## src/design/ifd_pkg.sv

```systemverilog
// Shared types and constants of the info frame deframer.
package ifd_pkg;

  localparam int MAX_PAYLOAD_DEF = 1024;
  localparam int LEN_W           = 11;
  localparam int CFG_IDX_W       = 3;

  localparam logic [7:0] STUFF_MASK = 8'h20;

  // Result kinds
  localparam logic [1:0] KIND_DATA     = 2'd0;
  localparam logic [1:0] KIND_ACCEPT   = 2'd1;
  localparam logic [1:0] KIND_MISMATCH = 2'd2;
  localparam logic [1:0] KIND_BADLEN   = 2'd3;

  // Register indexes
  localparam logic [CFG_IDX_W-1:0] CFG_FLAG     = 3'd0;
  localparam logic [CFG_IDX_W-1:0] CFG_ESCAPE   = 3'd1;
  localparam logic [CFG_IDX_W-1:0] CFG_ADDRESS  = 3'd2;
  localparam logic [CFG_IDX_W-1:0] CFG_CTRL_ZERO = 3'd3;
  localparam logic [CFG_IDX_W-1:0] CFG_CTRL_ONE = 3'd4;

  // Register reset values
  localparam logic [7:0] FLAG_RST      = 8'h7E;
  localparam logic [7:0] ESCAPE_RST    = 8'h7D;
  localparam logic [7:0] ADDRESS_RST   = 8'h03;
  localparam logic [7:0] CTRL_ZERO_RST = 8'h00;
  localparam logic [7:0] CTRL_ONE_RST  = 8'h80;

  typedef struct packed {
    logic [7:0] flag_byte;
    logic [7:0] escape_byte;
    logic [7:0] address_byte;
    logic [7:0] info_ctrl_zero;
    logic [7:0] info_ctrl_one;
  } cfg_t;

  typedef struct packed {
    logic [1:0]       kind;
    logic [7:0]       data_byte;
    logic             frame_seq;
    logic             reply_seq;
    logic [LEN_W-1:0] payload_length;
  } result_t;

endpackage

```

## src/design/ifd_cfg.sv

```systemverilog
// Configuration register file of the info frame deframer.
module ifd_cfg import ifd_pkg::*; (
  input  logic                 clk,
  input  logic                 rst,
  input  logic                 wr_en,
  input  logic [CFG_IDX_W-1:0] wr_index,
  input  logic [7:0]           wr_data,
  output cfg_t                 cfg
);

  always_ff @(posedge clk) begin
    if (rst) begin
      cfg.flag_byte      <= FLAG_RST;
      cfg.escape_byte    <= ESCAPE_RST;
      cfg.address_byte   <= ADDRESS_RST;
      cfg.info_ctrl_zero <= CTRL_ZERO_RST;
      cfg.info_ctrl_one  <= CTRL_ONE_RST;
    end else if (wr_en) begin
      case (wr_index)
        CFG_FLAG:      cfg.flag_byte      <= wr_data;
        CFG_ESCAPE:    cfg.escape_byte    <= wr_data;
        CFG_ADDRESS:   cfg.address_byte   <= wr_data;
        CFG_CTRL_ZERO: cfg.info_ctrl_zero <= wr_data;
        CFG_CTRL_ONE:  cfg.info_ctrl_one  <= wr_data;
        default: ;
      endcase
    end
  end

endmodule

```

## src/design/ifd_core.sv

```systemverilog
// Frame hunt and body state machine: one received byte per accepted request.
module ifd_core import ifd_pkg::*; #(
  parameter int MAX_PAYLOAD = MAX_PAYLOAD_DEF
) (
  input  logic       clk,
  input  logic       rst,
  input  cfg_t       cfg,
  input  logic       in_fire,
  input  logic [7:0] rx_byte,
  output logic       res_valid,
  output result_t    res
);

  localparam int CNT_W = $clog2(MAX_PAYLOAD + 1);
  localparam logic [CNT_W-1:0] CNT_MAX = CNT_W'(MAX_PAYLOAD);

  typedef enum logic [5:0] {
    ST_HUNT = 6'b000001,
    ST_FLAG = 6'b000010,
    ST_ADDR = 6'b000100,
    ST_CTRL = 6'b001000,
    ST_BODY = 6'b010000,
    ST_ESC  = 6'b100000
  } state_t;

  state_t           state, state_next;
  logic             saved_seq, saved_seq_next;
  logic [7:0]       held_byte, held_byte_next;
  logic             held_valid, held_valid_next;
  logic [7:0]       running_xor, running_xor_next;
  logic [CNT_W-1:0] byte_count, byte_count_next;
  logic             expected_reply, expected_reply_next;

  logic [7:0] ctrl_sel;
  logic [7:0] body_data;

  always_comb begin
    state_next          = state;
    saved_seq_next      = saved_seq;
    held_byte_next      = held_byte;
    held_valid_next     = held_valid;
    running_xor_next    = running_xor;
    byte_count_next     = byte_count;
    expected_reply_next = expected_reply;

    res_valid          = 1'b0;
    res.kind           = KIND_DATA;
    res.data_byte      = 8'h00;
    res.frame_seq      = saved_seq;
    res.reply_seq      = expected_reply;
    res.payload_length = '0;

    ctrl_sel  = saved_seq ? cfg.info_ctrl_one : cfg.info_ctrl_zero;
    body_data = (state == ST_ESC) ? (rx_byte ^ STUFF_MASK) : rx_byte;

    case (state)
      ST_HUNT: begin
        if (rx_byte == cfg.flag_byte) state_next = ST_FLAG;
      end
      ST_FLAG: begin
        if (rx_byte == cfg.address_byte)   state_next = ST_ADDR;
        else if (rx_byte != cfg.flag_byte) state_next = ST_HUNT;
      end
      ST_ADDR: begin
        if (rx_byte == cfg.info_ctrl_zero) begin
          saved_seq_next = 1'b0;
          state_next     = ST_CTRL;
        end else if (rx_byte == cfg.info_ctrl_one) begin
          saved_seq_next = 1'b1;
          state_next     = ST_CTRL;
        end else if (rx_byte == cfg.flag_byte) begin
          state_next = ST_FLAG;
        end else begin
          state_next = ST_HUNT;
        end
      end
      ST_CTRL: begin
        if (rx_byte == (cfg.address_byte ^ ctrl_sel)) begin
          held_byte_next   = 8'h00;
          held_valid_next  = 1'b0;
          running_xor_next = 8'h00;
          byte_count_next  = '0;
          state_next       = ST_BODY;
        end else if (rx_byte == cfg.flag_byte) begin
          state_next = ST_FLAG;
        end else begin
          state_next = ST_HUNT;
        end
      end
      ST_BODY, ST_ESC: begin
        if (state == ST_BODY && rx_byte == cfg.escape_byte) begin
          state_next = ST_ESC;
        end else if (state == ST_BODY && rx_byte == cfg.flag_byte) begin
          // closing flag: held byte is BCC2
          res_valid          = 1'b1;
          res.payload_length = LEN_W'(byte_count);
          if (!held_valid) begin
            res.kind = KIND_BADLEN;
          end else if (held_byte == running_xor) begin
            res.kind            = KIND_ACCEPT;
            expected_reply_next = ~expected_reply;
          end else begin
            res.kind = KIND_MISMATCH;
          end
          held_byte_next   = 8'h00;
          held_valid_next  = 1'b0;
          running_xor_next = 8'h00;
          byte_count_next  = '0;
          state_next       = ST_HUNT;
        end else if (held_valid && byte_count >= CNT_MAX) begin
          // overflow: drop frame at once
          res_valid          = 1'b1;
          res.kind           = KIND_BADLEN;
          res.payload_length = LEN_W'(byte_count);
          held_byte_next     = 8'h00;
          held_valid_next    = 1'b0;
          running_xor_next   = 8'h00;
          byte_count_next    = '0;
          state_next         = ST_HUNT;
        end else begin
          if (held_valid) begin
            res_valid        = 1'b1;
            res.data_byte    = held_byte;
            running_xor_next = running_xor ^ held_byte;
            byte_count_next  = CNT_W'(byte_count + 1'b1);
          end
          held_byte_next  = body_data;
          held_valid_next = 1'b1;
          state_next      = ST_BODY;
        end
      end
      default: state_next = ST_HUNT;
    endcase
  end

  always_ff @(posedge clk) begin
    if (rst) begin
      state          <= ST_HUNT;
      saved_seq      <= 1'b0;
      held_byte      <= 8'h00;
      held_valid     <= 1'b0;
      running_xor    <= 8'h00;
      byte_count     <= '0;
      expected_reply <= 1'b1;
    end else if (in_fire) begin
      state          <= state_next;
      saved_seq      <= saved_seq_next;
      held_byte      <= held_byte_next;
      held_valid     <= held_valid_next;
      running_xor    <= running_xor_next;
      byte_count     <= byte_count_next;
      expected_reply <= expected_reply_next;
    end
  end

endmodule

```

## src/design/ifd_outbuf.sv

```systemverilog
// Two-entry result buffer: output register plus skid entry.
module ifd_outbuf import ifd_pkg::*; (
  input  logic    clk,
  input  logic    rst,
  input  logic    push,
  input  result_t din,
  input  logic    out_stall,
  output logic    out_valid,
  output result_t dout,
  output logic    full
);

  logic    v0, v1;
  result_t buf0, buf1;
  logic    pop;

  assign pop       = v0 && !out_stall;
  assign out_valid = v0;
  assign dout      = buf0;
  assign full      = v1;

  always_ff @(posedge clk) begin
    if (rst) begin
      v0 <= 1'b0;
      v1 <= 1'b0;
    end else begin
      case ({push, pop})
        2'b10: begin
          if (!v0) v0 <= 1'b1;
          else     v1 <= 1'b1;
        end
        2'b01: begin
          v0 <= v1;
          v1 <= 1'b0;
        end
        default: ;
      endcase
    end
  end

  always_ff @(posedge clk) begin
    case ({push, pop})
      2'b10: begin
        if (!v0) buf0 <= din;
        else     buf1 <= din;
      end
      2'b01: buf0 <= buf1;
      2'b11: begin
        if (v1) begin
          buf0 <= buf1;
          buf1 <= din;
        end else begin
          buf0 <= din;
        end
      end
      default: ;
    endcase
  end

endmodule

```

## src/design/info_frame_deframer.sv

```systemverilog
// Top level of the info frame deframer.
// Takes one received line byte per cycle while in_stall is low and gives at most one result
// per byte: a destuffed payload byte, or at the closing flag an accept, a check mismatch or
// a bad-length verdict (also on payload overflow) with the payload length and reply sequence.
// The hunt and body state machine decides each byte combinationally; results are registered
// in a two-entry output buffer, and in_stall rises only while both entries hold results that
// the receiver has not taken. Configuration writes are always ready and take effect on the
// next byte.
module info_frame_deframer import ifd_pkg::*; #(
  parameter int MAX_PAYLOAD = MAX_PAYLOAD_DEF
) (
  input  logic                 clk,
  input  logic                 rst,
  input  logic                 in_valid,
  output logic                 in_stall,
  input  logic [7:0]           rx_byte,
  output logic                 out_valid,
  input  logic                 out_stall,
  output logic [1:0]           kind,
  output logic [7:0]           data_byte,
  output logic                 frame_seq,
  output logic                 reply_seq,
  output logic [LEN_W-1:0]     payload_length,
  input  logic                 cfg_valid,
  output logic                 cfg_ready,
  input  logic [CFG_IDX_W-1:0] cfg_index,
  input  logic [7:0]           cfg_data
);

  cfg_t    cfg;
  logic    in_fire;
  logic    res_valid;
  result_t res;
  result_t head;
  logic    full;

  assign cfg_ready = 1'b1;
  assign in_stall  = full;
  assign in_fire   = in_valid && !in_stall;

  ifd_cfg u_cfg (
    .clk      (clk),
    .rst      (rst),
    .wr_en    (cfg_valid && cfg_ready),
    .wr_index (cfg_index),
    .wr_data  (cfg_data),
    .cfg      (cfg)
  );

  ifd_core #(.MAX_PAYLOAD(MAX_PAYLOAD)) u_core (
    .clk       (clk),
    .rst       (rst),
    .cfg       (cfg),
    .in_fire   (in_fire),
    .rx_byte   (rx_byte),
    .res_valid (res_valid),
    .res       (res)
  );

  ifd_outbuf u_outbuf (
    .clk       (clk),
    .rst       (rst),
    .push      (in_fire && res_valid),
    .din       (res),
    .out_stall (out_stall),
    .out_valid (out_valid),
    .dout      (head),
    .full      (full)
  );

  assign kind           = head.kind;
  assign data_byte      = head.data_byte;
  assign frame_seq      = head.frame_seq;
  assign reply_seq      = head.reply_seq;
  assign payload_length = head.payload_length;

endmodule

```

## config.mk

```make
export PLATFORM = sky130hd
export DESIGN_NAME = info_frame_deframer
export DESIGN_NICKNAME = d
export VERILOG_FILES = /design/src/design/ifd_pkg.sv /design/src/design/ifd_cfg.sv /design/src/design/ifd_core.sv /design/src/design/ifd_outbuf.sv /design/src/design/info_frame_deframer.sv
export SDC_FILE = /design/constraint.sdc
export NUM_CORES = 1
export LEC_CHECK = 0
export BUFFER_PORTS_ARGS = -buffer_cell sky130_fd_sc_hd__buf_4
export CAP_MARGIN = 20
export CORE_ASPECT_RATIO = 1.75
export CORE_UTILIZATION = 45
export CTS_CLUSTER_DIAMETER = 100
export DETAILED_ROUTE_END_ITERATION = 8
export GPL_TIMING_DRIVEN = 0
export PLACE_DENSITY = 0.61
export SKIP_CTS_REPAIR_TIMING = 1
export SLEW_MARGIN = 25
export SYNTH_ARGS = -nofsm -noshare
export SYNTH_HDL_FRONTEND = slang
export SYNTH_SLANG_ARGS = --single-unit
```

## constraint.sdc

```tcl
create_clock -name clk -period 7.15 [get_ports clk]
set_input_delay 0.3575 -clock clk [delete_from_list [all_inputs] [get_ports clk]]
set_output_delay 0.3575 -clock clk [all_outputs]
set_load 0.05 [all_outputs]
```

==> metrics.txt, run 1 <==
gr ovfl total 0; Setup crit end kind flop; layout cells sized above 1 around an eighth; area of the multi-input gates between 3000 and 4000 µm²; hold path start cfg_data[4]; Wirelength per Cell between 15 and 20 µm; final core occ 53.7%; die outline area 14600 µm²; antenna violations before repair 0; RR Startpoint u_core.state[4]; Leakage Power 2.64 nW; Antenna Diode Count 0; number of buffers created by CTS 17; Fill cells 1321; final instance area between 7000 and 8000 µm²; worst-skew pair later-pin latency 430 ps; Mapped Cells ~660; largest net degree at the start of global routing 17; CP Buf/Inv Count 5; Synth Flop Type dfxtp_1; Total GRT Usage 24.3%; Fin Hold WS approximately 220 ps; vias per inst 5.78; overall die height around 160 µm; crit-path max cell delay around 440 ps; period utilization 50.4%; Max Transition Viols Final 0; port bufs 39; synth unique cells 58; 1st-iter DRT viols about 350; PwrDens ~240 nW/µm²; final WL between 15 and 20 mm; Final setup viols 0; Horiz. Die Dim 91.6 µm; Mapped Avg Cell Area roughly 9.6 µm²; CTS tree built; CTS root buffer clkbuf_16; final hold vios 0; Crit-path slowest cell clkbuf_1; Layout Skew ~11 ps; Peak VDD IR around 0.00018 V; Worst Path Required between 7000 and 8000 ps; drt drc 0; Layout Nets 745; DP Worst Slack about 3500 ps; register area share after synthesis roughly 47%; post-synthesis register bit count roughly 120; Detail Route Antenna Nets 0; most frequent CP cell clkbuf_1; critical path class flop to flop; status finished, final reports clean; placed cell area approximately 7000 µm²; DRT Pass-1 Iters 5; CP top delay family buffers and inverters; io pins 50; Worst-Margin Slew between 900 and 1000 ps; Syn-to-layout area delta 17.5%; Crit Path Max Fanout 10; Async SR Flop Fraction 0%; Slew headroom 35.6%; Hold Path Class input pin to flop; crit path cell chain clkbuf_1 > nand2b_1 > clkbuf_1 > clkbuf_1 > a21oi_1 > o211ai_1 > inv_1 > ha_1 > nor2b_1 > or2_0 > and2_1 > buf_2 > a22o_1; GPL Wtd Cong between 0.9 and 1; setup ws final approximately 3500 ps; cell row count 57; cell area after synthesis approximately 6300 µm²; crit path launch type flop; Via Count around 5200; Std-Cell Core Area between 10000 and 15000 µm²; commonest non-fill, non-tap cell in the layout dfxtp_1; Clock Pin Slew Worst Setup and Hold Paths 50 ps; Min Clock Period, post-route between 3000 and 4000 ps; YS warnings 0; max-cap violations 0; Synth Net Count 684; storage element area slightly below 3000 µm²; H-tree Lvls 4; global-route wire length before repair 26.9 mm; CTS Buffer Depth 2; CTS Sinks around 120; RSZ-0062 raised after global routing false; max frequency about 280 MHz; setup TNS 0 ps; worst setup path startpoint u_core.state[4]; Arrival @ worst endpoint about 3800 ps; post-DP HPWL 13.2 mm; initial core utilization between 40% and 50%; EDFF count, synth 46; number of global-route vias before repair 5301; most frequent cells in the layout dfxtp_1 (78), a21oi_1 (72), nand2_1 (67), buf_4 (47), edfxtp_1 (46)
==> worst register-to-register path, stage by stage, from the launching register on <==
cell and delay, ps:
dfxtp_1 300, clkbuf_1 280, nand2b_1 150, clkbuf_1 280, clkbuf_1 440, a21oi_1 170, o211ai_1 220, inv_1 110
ha_1 240, nor2b_1 160, or2_0 320, and2_1 240, buf_2 180, a22o_1 250
==> metrics by stage <==
| stage | total power (W) | cells |
|---|---|---|
| final | 0.00177 | 907 |
| after CTS | 0.00177 | 907 |
| after floorplan | 0.000906 | 656 |
| after global routing | 0.00183 | 907 |
| after global placement | 0.000960 | 872 |
| after detailed placement | 0.000964 | 875 |
==> state kept, by name (all words and copies together) (netlist names), 6 cells and up <==
name	count
u_outbuf.buf1	23
u_core.held_byte	8
u_core.state	6
u_core.byte_count	11
u_cfg.cfg	40
u_core.running_xor	8
u_outbuf.dout	23
==> routing by layer <==
| layer | global-route usage, % | wire length, µm | vias to the layer above |
|---|---|---|---|
| met4 | 16.9 | 906 | 0 |
| met2 | 47.0 | 9770 | 197 |
| met1 | 22.5 | 5810 | 2475 |
| li1 | - | - | 2524 |
| met3 | 3.45 | 658 | 49 |
| met5 | 0 | 0 | - |
==> cell usage after synthesis (2+ instances only) <==
| master | instances | area, µm² |
|---|---|---|
| ha_1 | 4 | 50.1 |
| a22o_1 | 23 | 201 |
| nand3b_1 | 2 | 15.0 |
| nor2_1 | 33 | 124 |
| nand2_1 | 67 | 251 |
| nand2b_1 | 7 | 43.8 |
| and3_1 | 5 | 31.3 |
| nand3_1 | 24 | 120 |
| mux2i_1 | 26 | 260 |
| or4_1 | 2 | 15.0 |
| and2_1 | 23 | 144 |
| o31ai_1 | 20 | 150 |
| and4_1 | 4 | 35.0 |
| buf_2 | 4 | 20.0 |
| nand4_1 | 18 | 113 |
| a21oi_1 | 72 | 360 |
| xnor2_1 | 40 | 350 |
| xor2_1 | 17 | 149 |
| o41ai_1 | 2 | 17.5 |
| edfxtp_1 | 46 | 1380 |
| clkbuf_1 | 30 | 113 |
| inv_1 | 5 | 18.8 |
| a31oi_1 | 2 | 12.5 |
| dfxtp_1 | 78 | 1560 |
| buf_4 | 6 | 45.0 |
| a221oi_1 | 2 | 17.5 |
| o21ai_0 | 16 | 80.1 |
| nor4_1 | 5 | 31.3 |
| a211oi_1 | 3 | 22.5 |
| o21a_1 | 13 | 97.6 |
| buf_6 | 5 | 56.3 |
| nor3_1 | 8 | 40.0 |
| a21o_1 | 2 | 15.0 |
| nand4b_1 | 11 | 96.3 |
| nor3b_1 | 2 | 15.0 |
| o211ai_1 | 3 | 22.5 |
| nor2b_1 | 5 | 31.3 |
==> cell type report <==
type	instances	area share, %
plain buffers	45	3.15
clock buffers	19	5.82
clock inverters	13	1.72
inverters	6	0.303
multi-input cells	481	42.2
flip-flops and latches	124	39.6
well taps	177	2.98
repair buffers	42	4.29
==> path summary, 6_finish.rpt <==
kind                        to  slack (ps)  cells after the start
max           u_outbuf.dout[0]        3550                     13
min reg2reg  u_outbuf.buf1[12]         460                      0
min              u_cfg.cfg[36]         220                      3
max reg2reg   u_outbuf.dout[0]        3550                     13
==> kinds of logic after synthesis <==
logic type / count (synthesis) / synth area share (%)
other: 1 / 0.0593
adders and majority gates: 4 / 0.791
muxes: 27 / 4.29
buffers and inverters: 51 / 4.06
DFF: 124 / 46.5
AOI/OAI and AO/OA: 170 / 17.5
xor gates and xnor gates: 57 / 7.89
and+or+nand+nor: 222 / 18.9
==> power breakdown <==
part	switching (W)	internal (W)
Sequential	0.0000109	0.000737
Combinational	0.000130	0.0000767
Clock	0.000311	0.000507
Total	0.000452	0.00132
No activity file was read; power rests on OpenSTA's default activity.
==> inputs of run 2 (changes only) <==
--- a/config.mk
+++ b/config.mk
@@ -5,6 +5,7 @@
 export SDC_FILE = /design/constraint.sdc
 export NUM_CORES = 1
 export LEC_CHECK = 0
+export ABC_AREA = 1
 export BUFFER_PORTS_ARGS = -buffer_cell sky130_fd_sc_hd__buf_4
 export CAP_MARGIN = 20
 export CORE_ASPECT_RATIO = 1.75
==> constraint.sdc (replaced) <==
create_clock -name clk -period 3.66 [get_ports clk]
set_input_delay 0.183 -clock clk [delete_from_list [all_inputs] [get_ports clk]]
set_output_delay 0.183 -clock clk [all_outputs]
set_load 0.05 [all_outputs]
==> run 2 against run 1 <==
  * The run now ends with hold timing left
  * Sequential power grew 94%
  * Via count grew 8.1%
  * Synthesized cell count grew 35%
  * Largest cell class unchanged
  * Largest power group unchanged
==> metrics.txt, run 2 <==
gr ovfl total 0 (unchanged); CTS root buffer clkbuf_16; Leakage Power 3.16 nW (+20%); RSZ-0062 raised after global routing false; CTS Buffer Depth 2 (unchanged); Detail Route Antenna Nets 0 (unchanged); Std-Cell Core Area 14000 µm² (+1.5%); cell depth of the worst setup path 10 (-3); final hold vios 2 (+2); crit path launch type flop; flip-flop count of the largest register after layout 40 (unchanged); Setup crit end u_outbuf.dout[16]; worst setup path startpoint u_core.state[2]; Top reg by flops u_cfg.cfg; number of buffers created by CTS 17 (unchanged); Setup crit end kind flop; r2r setup slk 480 ps (-3070 ps); global-route wire length before repair 27.0 mm (+0.41%); Async SR Flop Fraction 0% (unchanged); cell area after synthesis 6540 µm² (+3.4%); EDFF count, synth 46 (unchanged); Synth Flop Type dfxtp_1; most frequent cells after synthesis nand2_1 (291), inv_1 (88), dfxtp_1 (78); final WL 16.7 mm (-2.6%); Hold Path Class input pin to flop; CP top delay family simple AND/OR/NAND/NOR gates; GPL Wtd Cong 0.930 (-1.5%); RR Startpoint u_core.state[2]; Max Transition Viols Final 0 (unchanged); Syn-to-layout area delta 17.4%; io pins 50 (unchanged); top-count cell post-synth nand2_1; layout cells sized above 1 12.4% (-0.60 points); post-synthesis register bit count 124 (unchanged); Arrival @ worst endpoint 3330 ps (-440 ps); final instance area 7670 µm² (+3.2%); crit path cell chain nor2_2 > nand2_1 > nor3_2 > nand3_2 > nand3_1 > nor2_1 > ha_1 > a21oi_1 > clkbuf_1 > o21ai_0; port bufs 39 (unchanged); status finished with violations; Slew headroom 33.1% (-2.5 points); Antenna Diode Count 0 (unchanged); Clock Pin Slew Worst Setup and Hold Paths 70 ps (+20 ps); Compound-Gate Fraction of Synth Area 10.6% (-6.9 points); YS warnings 0 (unchanged); failing checks hold timing; Horiz. Die Dim 93.1 µm (+1.6%); crit-path max cell delay 660 ps (+220 ps); reg2reg end u_outbuf.dout[16]; Mapped Cells 887 (+35%); vias per inst 4.99 (-14%); cell row count 57 (unchanged); CTS tree built; Fill cells 1380 (+4.5%); Total GRT Usage 23.7% (-0.60 points); Peak VDD IR 0.000422 V (+130%); Wirelength per Cell 14.7 µm (-22%); DRT Pass-1 Iters 5 (unchanged); commonest non-fill, non-tap cell in the layout nand2_1; drt drc 0 (unchanged); Mapped Avg Cell Area 7.37 µm² (-24%); overall die height 161 µm (+1.7%); max-cap violations 0 (unchanged); worst-skew pair later-pin latency 420 ps (about the same); Fin Hold WS -3.20 ps (-221 ps); Synth Net Count 915 (+34%); Worst-Margin Slew 994 ps (+31.8 ps); synth unique cells 37 (-36%); critical path class flop to flop; post-synthesis simple-gate area fraction 30.1% (+11 points); multiplexer share of the synthesized area 0% (-4.3 points); register area share after synthesis 45.0% (-1.5 points); CP Buf/Inv Count 1 (-4); Layout Nets 974 (+31%); most frequent cells in the layout nand2_1 (291), inv_1 (88), dfxtp_1 (78), nor2_1 (77), o21ai_0 (59); dominant cells by area after synthesis dfxtp_1 (24%), edfxtp_1 (21%), nand2_1 (17%); Via Count 5671 (+8.1%); initial core utilization 46.5% (+0.83 points); largest family of logic cells by synthesized area simple AND/OR/NAND/NOR gates; post-DP HPWL 12.9 mm (-2.2%); 1st-iter DRT viols 225 (-35%); CTS Sinks 124 (unchanged); die outline area 15000 µm² (+3.3%); share of the synthesized area in the top cell type 23.9% (-0.81 points); period utilization 86.9% (+37 points); Final setup viols 0 (unchanged); Synth area leader dfxtp_1; H-tree Lvls 4 (unchanged); max frequency 314 MHz (+13%); largest net degree at the start of global routing 24 (+7); Layout Skew 13.5 ps (+2.58 ps); xor and xnor area share after synthesis 4.96% (-2.9 points); worst r2r path cells 10 (-3); antenna violations before repair 0 (unchanged); Worst Path Required 3810 ps (-3510 ps); Synth Area in Adders 0.765% (-0.026 points); PwrDens 436 nW/µm² (+83%); placed cell area 7080 µm² (+3.0%); Crit Path Max Fanout 10 (unchanged); Crit-path slowest cell a21oi_1; Min Clock Period, post-route 3180 ps (-419 ps); number of global-route vias before repair 5494 (+3.6%)
[run 2: cells by family (layout without fill, tap and decap cells)]
logic type | after synthesis | after routing
fa+ha+maj | 4 | 4
xor+xnor | 37 | 37
buf+inv | 129 | 201
compound gates | 128 | 128
simple gates | 464 | 464
flops | 124 | 124
other cells | 1 | 1
[run 2: layout make-up]
cell class | instances | area (µm²) | share of cell area, %
multi-input combinational | 634 | 3060 | 39.8
tap | 177 | 221 | 2.89
inverter | 98 | 368 | 4.79
buffer | 31 | 188 | 2.45
timing repair buffer | 40 | 304 | 3.96
clock inverter | 15 | 169 | 2.20
sequential | 124 | 2940 | 38.3
clock buffer | 17 | 425 | 5.54
[run 2: worst min-delay path, cell delays in order]
cell	delay, ps
buf_4	110
nand2_1	50
nand3_1	50
[run 2: worst min-delay path by stage]
| stage | end | from | cells after the start |
|---|---|---|---|
| after detailed placement | u_cfg.cfg[33] | cfg_data[1] | 3 |
| final | u_cfg.cfg[34] | cfg_data[2] | 3 |
| after global placement | u_cfg.cfg[33] | cfg_data[1] | 3 |
| after CTS | u_cfg.cfg[34] | cfg_data[2] | 3 |
| after global routing | u_cfg.cfg[30] | cfg_data[6] | 3 |
| after floorplan | u_cfg.cfg[24] | cfg_data[0] | 2 |
[run 2: routing by layer]
metal | GRT usage (%) | share of wire, % | wire (µm) | vias up
met5 | 0 | 0 | 0 | -
met4 | 14.3 | 5.0 | 840 | 0
met3 | 3.53 | 2.8 | 462 | 49
met2 | 46.9 | 57 | 9540 | 126
met1 | 21.8 | 35 | 5860 | 2530
li1 | - | - | - | 2966
[run 2: where the power goes]
group / switching [W] / internal, W / total (W)
clock: 0.000717 / 0.000971 / 0.00169
combinational: 0.000132 / 0.0000738 / 0.000206
sequential: 0.0000136 / 0.00144 / 0.00145
total: 0.000863 / 0.00248 / 0.00335
[run 2: stage by stage]
step | setup TNS [ps] | power (W) | util, % | cells | worst slack (ps)
floorplan | 0 | 0.00162 | - | 887 | 328
global placement | -27320 | 0.00168 | 50.2 | 1103 | -831
detailed placement | 0 | 0.00169 | 50.4 | 1104 | 374
CTS | 0 | 0.00338 | 54.6 | 1136 | 379
global route | 0 | 0.00346 | 54.6 | 1136 | 71.3
finish | 0 | 0.00335 | 54.6 | 1136 | 478
==> inputs of run 3 (changes only) <==
--- a/config.mk
+++ b/config.mk
@@ -5,7 +5,7 @@
 export SDC_FILE = /design/constraint.sdc
 export NUM_CORES = 1
 export LEC_CHECK = 0
-export ABC_AREA = 1
+export ABC_AREA = 0
 export BUFFER_PORTS_ARGS = -buffer_cell sky130_fd_sc_hd__buf_4
 export CAP_MARGIN = 20
 export CORE_ASPECT_RATIO = 1.75
==> constraint.sdc (replaced) <==
create_clock -name clk -period 3.66 [get_ports clk]
set_input_delay 0.549 -clock clk [delete_from_list [all_inputs] [get_ports clk]]
set_output_delay 0.549 -clock clk [all_outputs]
set_load 0.05 [all_outputs]
==> run 3 against run 2 <==
  * Via count is 7.2% lower
  * Setup slack worse by 180 ps
  * The flow now finishes without violations
  * Power is 1.9% higher
==> metrics.txt, run 3 (same netlist as run 1, synthesis figures left out) <==
largest net degree at the start of global routing 18 (-25%); cell row count 57 (unchanged); critical path class flop to flop; most frequent cells in the layout dfxtp_1 (78), a21oi_1 (72), nand2_1 (67), buf_4 (46), edfxtp_1 (46); commonest non-fill, non-tap cell in the layout dfxtp_1; Layout Skew 17.4 ps (+3.94 ps); Min Clock Period, post-route 3360 ps (+178 ps); status finished, final reports clean; DRT Pass-1 Iters 4 (-1); Max Transition Viols Final 0 (unchanged); port bufs 39 (unchanged); initial core utilization 45.7% (-0.83 points); storage element area 2940 µm² (unchanged); crit path cell chain xnor2_1 > nand4_1 > o21ai_0 > a21oi_1 > o211ai_1 > inv_1 > ha_1 > nor2b_1 > or2_1 > and2_1 > buf_2 > a22o_1; vias per inst 5.81 (+16%); Horiz. Die Dim 91.6 µm (-1.6%); Wirelength per Cell 19.1 µm (+30%); drt drc 0 (unchanged); non-filler cells, final 906 (-20%); period utilization 91.8% (+4.9 points); final hold vios 0 (-2); placed insts 874 (-21%); Syn-to-layout area delta 17.4% (about the same); number of buffers created by CTS 17 (unchanged); placed cell area 6880 µm² (-2.9%); Total GRT Usage 25.1% (+1.5 points); Top reg by flops u_cfg.cfg; CTS root buffer clkbuf_16; max frequency 298 MHz (-5.3%); final WL 17.3 mm (+3.8%); crit-path max cell delay 420 ps (-240 ps); number of global-route vias before repair 5394 (-1.8%); layout cells sized above 1 13.9% (+1.4 points); max-cap violations 0 (unchanged); Antenna Diode Count 0 (unchanged); overall die height 159 µm (-1.6%); worst r2r path cells 12 (+2); Final setup viols 0 (unchanged); Worst Path Required 3830 ps (+20 ps); Hold Path Class input pin to flop; Slew headroom 34.9% (+1.8 points); Peak VDD IR 0.000365 V (-13%); Crit Path Max Fanout 10 (unchanged); worst setup path startpoint u_cfg.cfg[25]; Leakage Power 2.64 nW (-16%); io pins 50 (unchanged); Clock Pin Slew Worst Setup and Hold Paths 60 ps (about the same); Layout Nets 744 (-24%); Detail Route Antenna Nets 0 (unchanged); worst-skew pair later-pin latency 420 ps (about the same); final instance area 7430 µm² (-3.2%); gr ovfl total 0 (unchanged); RSZ-0062 raised after global routing false; PwrDens 459 nW/µm² (+5.4%); RR Startpoint u_cfg.cfg[25]; Setup crit end kind flop; area of the multi-input gates 3140 µm² (+2.8%); CTS Sinks 124 (unchanged); antenna violations before repair 0 (unchanged); Fill cells 1321 (-4.3%); CTS Buffer Depth 2 (unchanged); 1st-iter DRT viols 260 (+16%); flip-flop count of the largest register after layout 40 (unchanged); CTS tree built; reg2reg end u_outbuf.dout[1]; H-tree Lvls 4 (unchanged); Via Count 5263 (-7.2%); post-DP HPWL 13.4 mm (+3.5%); die outline area 14600 µm² (-3.2%); crit path launch type flop; Arrival @ worst endpoint 3530 ps (+200 ps); global-route wire length before repair 27.9 mm (+3.4%); Crit-path slowest cell o21ai_0; r2r setup slk 300 ps (-180 ps); Std-Cell Core Area 13800 µm² (-1.5%); GPL Wtd Cong 0.963 (+3.6%); Setup crit end u_outbuf.dout[1]; Worst-Margin Slew 968 ps (-26.3 ps)
run 3: cell type report:
type	instances	share of cell area (%)
multi-input combinational	481	42.3
sequential	124	39.6
clock buffer	17	5.73
timing repair buffer	42	4.35
buffer	44	3.12
tap	177	2.98
clock inverter	15	1.57
inverter	6	0.303
run 3: power breakdown:
group	internal, W	switching (W)	leakage [nW]
registers	0.00144	0.0000200	1.13
clock network	0.000874	0.000674	0.272
logic	0.000150	0.000254	1.24
total	0.00246	0.000948	2.64
run 3: worst min path at each step:
stage                     start           endpoint  slack, ps  depth (start not counted)
2_1_floorplan  u_core.saved_seq  u_outbuf.buf1[12]        430                          0
4_1_cts             cfg_data[1]      u_cfg.cfg[33]        400                          3
3_3_place_gp   u_core.saved_seq  u_outbuf.buf1[12]        440                          0
3_5_place_dp   u_core.saved_seq  u_outbuf.buf1[12]        460                          0
5_1_grt             cfg_data[1]      u_cfg.cfg[17]        410                          3
6_report            cfg_data[1]      u_cfg.cfg[17]        410                          3
run 3: metal layers:
| metal | part of all wire, % | GRT usage (%) | vias up | wire length, µm |
|---|---|---|---|---|
| met4 | 6.1 | 18.5 | 0 | 1060 |
| met1 | 35 | 24.0 | 2534 | 6060 |
| met5 | 0 | 0 | - | 0 |
| met3 | 3.2 | 4.07 | 51 | 548 |
| met2 | 56 | 47.0 | 156 | 9650 |
| li1 | - | - | 2522 | - |
run 3: through the flow:
step | setup TNS [ps] | hold slack (ps) | worst slack [ps] | util, % | total power, W
final | 0 | 415 | 300 | 53.7 | 0.00341
after global routing | 0 | 411 | 12.9 | 53.7 | 0.00352
after global placement | -13000 | 441 | -495 | 49.5 | 0.00187
after floorplan | 0 | 431 | 311 | - | 0.00177
after detailed placement | -1460 | 462 | -155 | 49.7 | 0.00188
after CTS | 0 | 397 | 43.5 | 53.6 | 0.00342
run 3: worst max-delay path, delay by kind of cell, from the launching register on:
family                   cells  cell delay [ps]
AND/OR/NAND/NOR              4             1020
buffers and inverters        2              310
XOR/XNOR                     1              200
adder cells (fa/ha/maj)      1              240
AO/OA/AOI/OAI                4             1030
flip-flops                   1              320
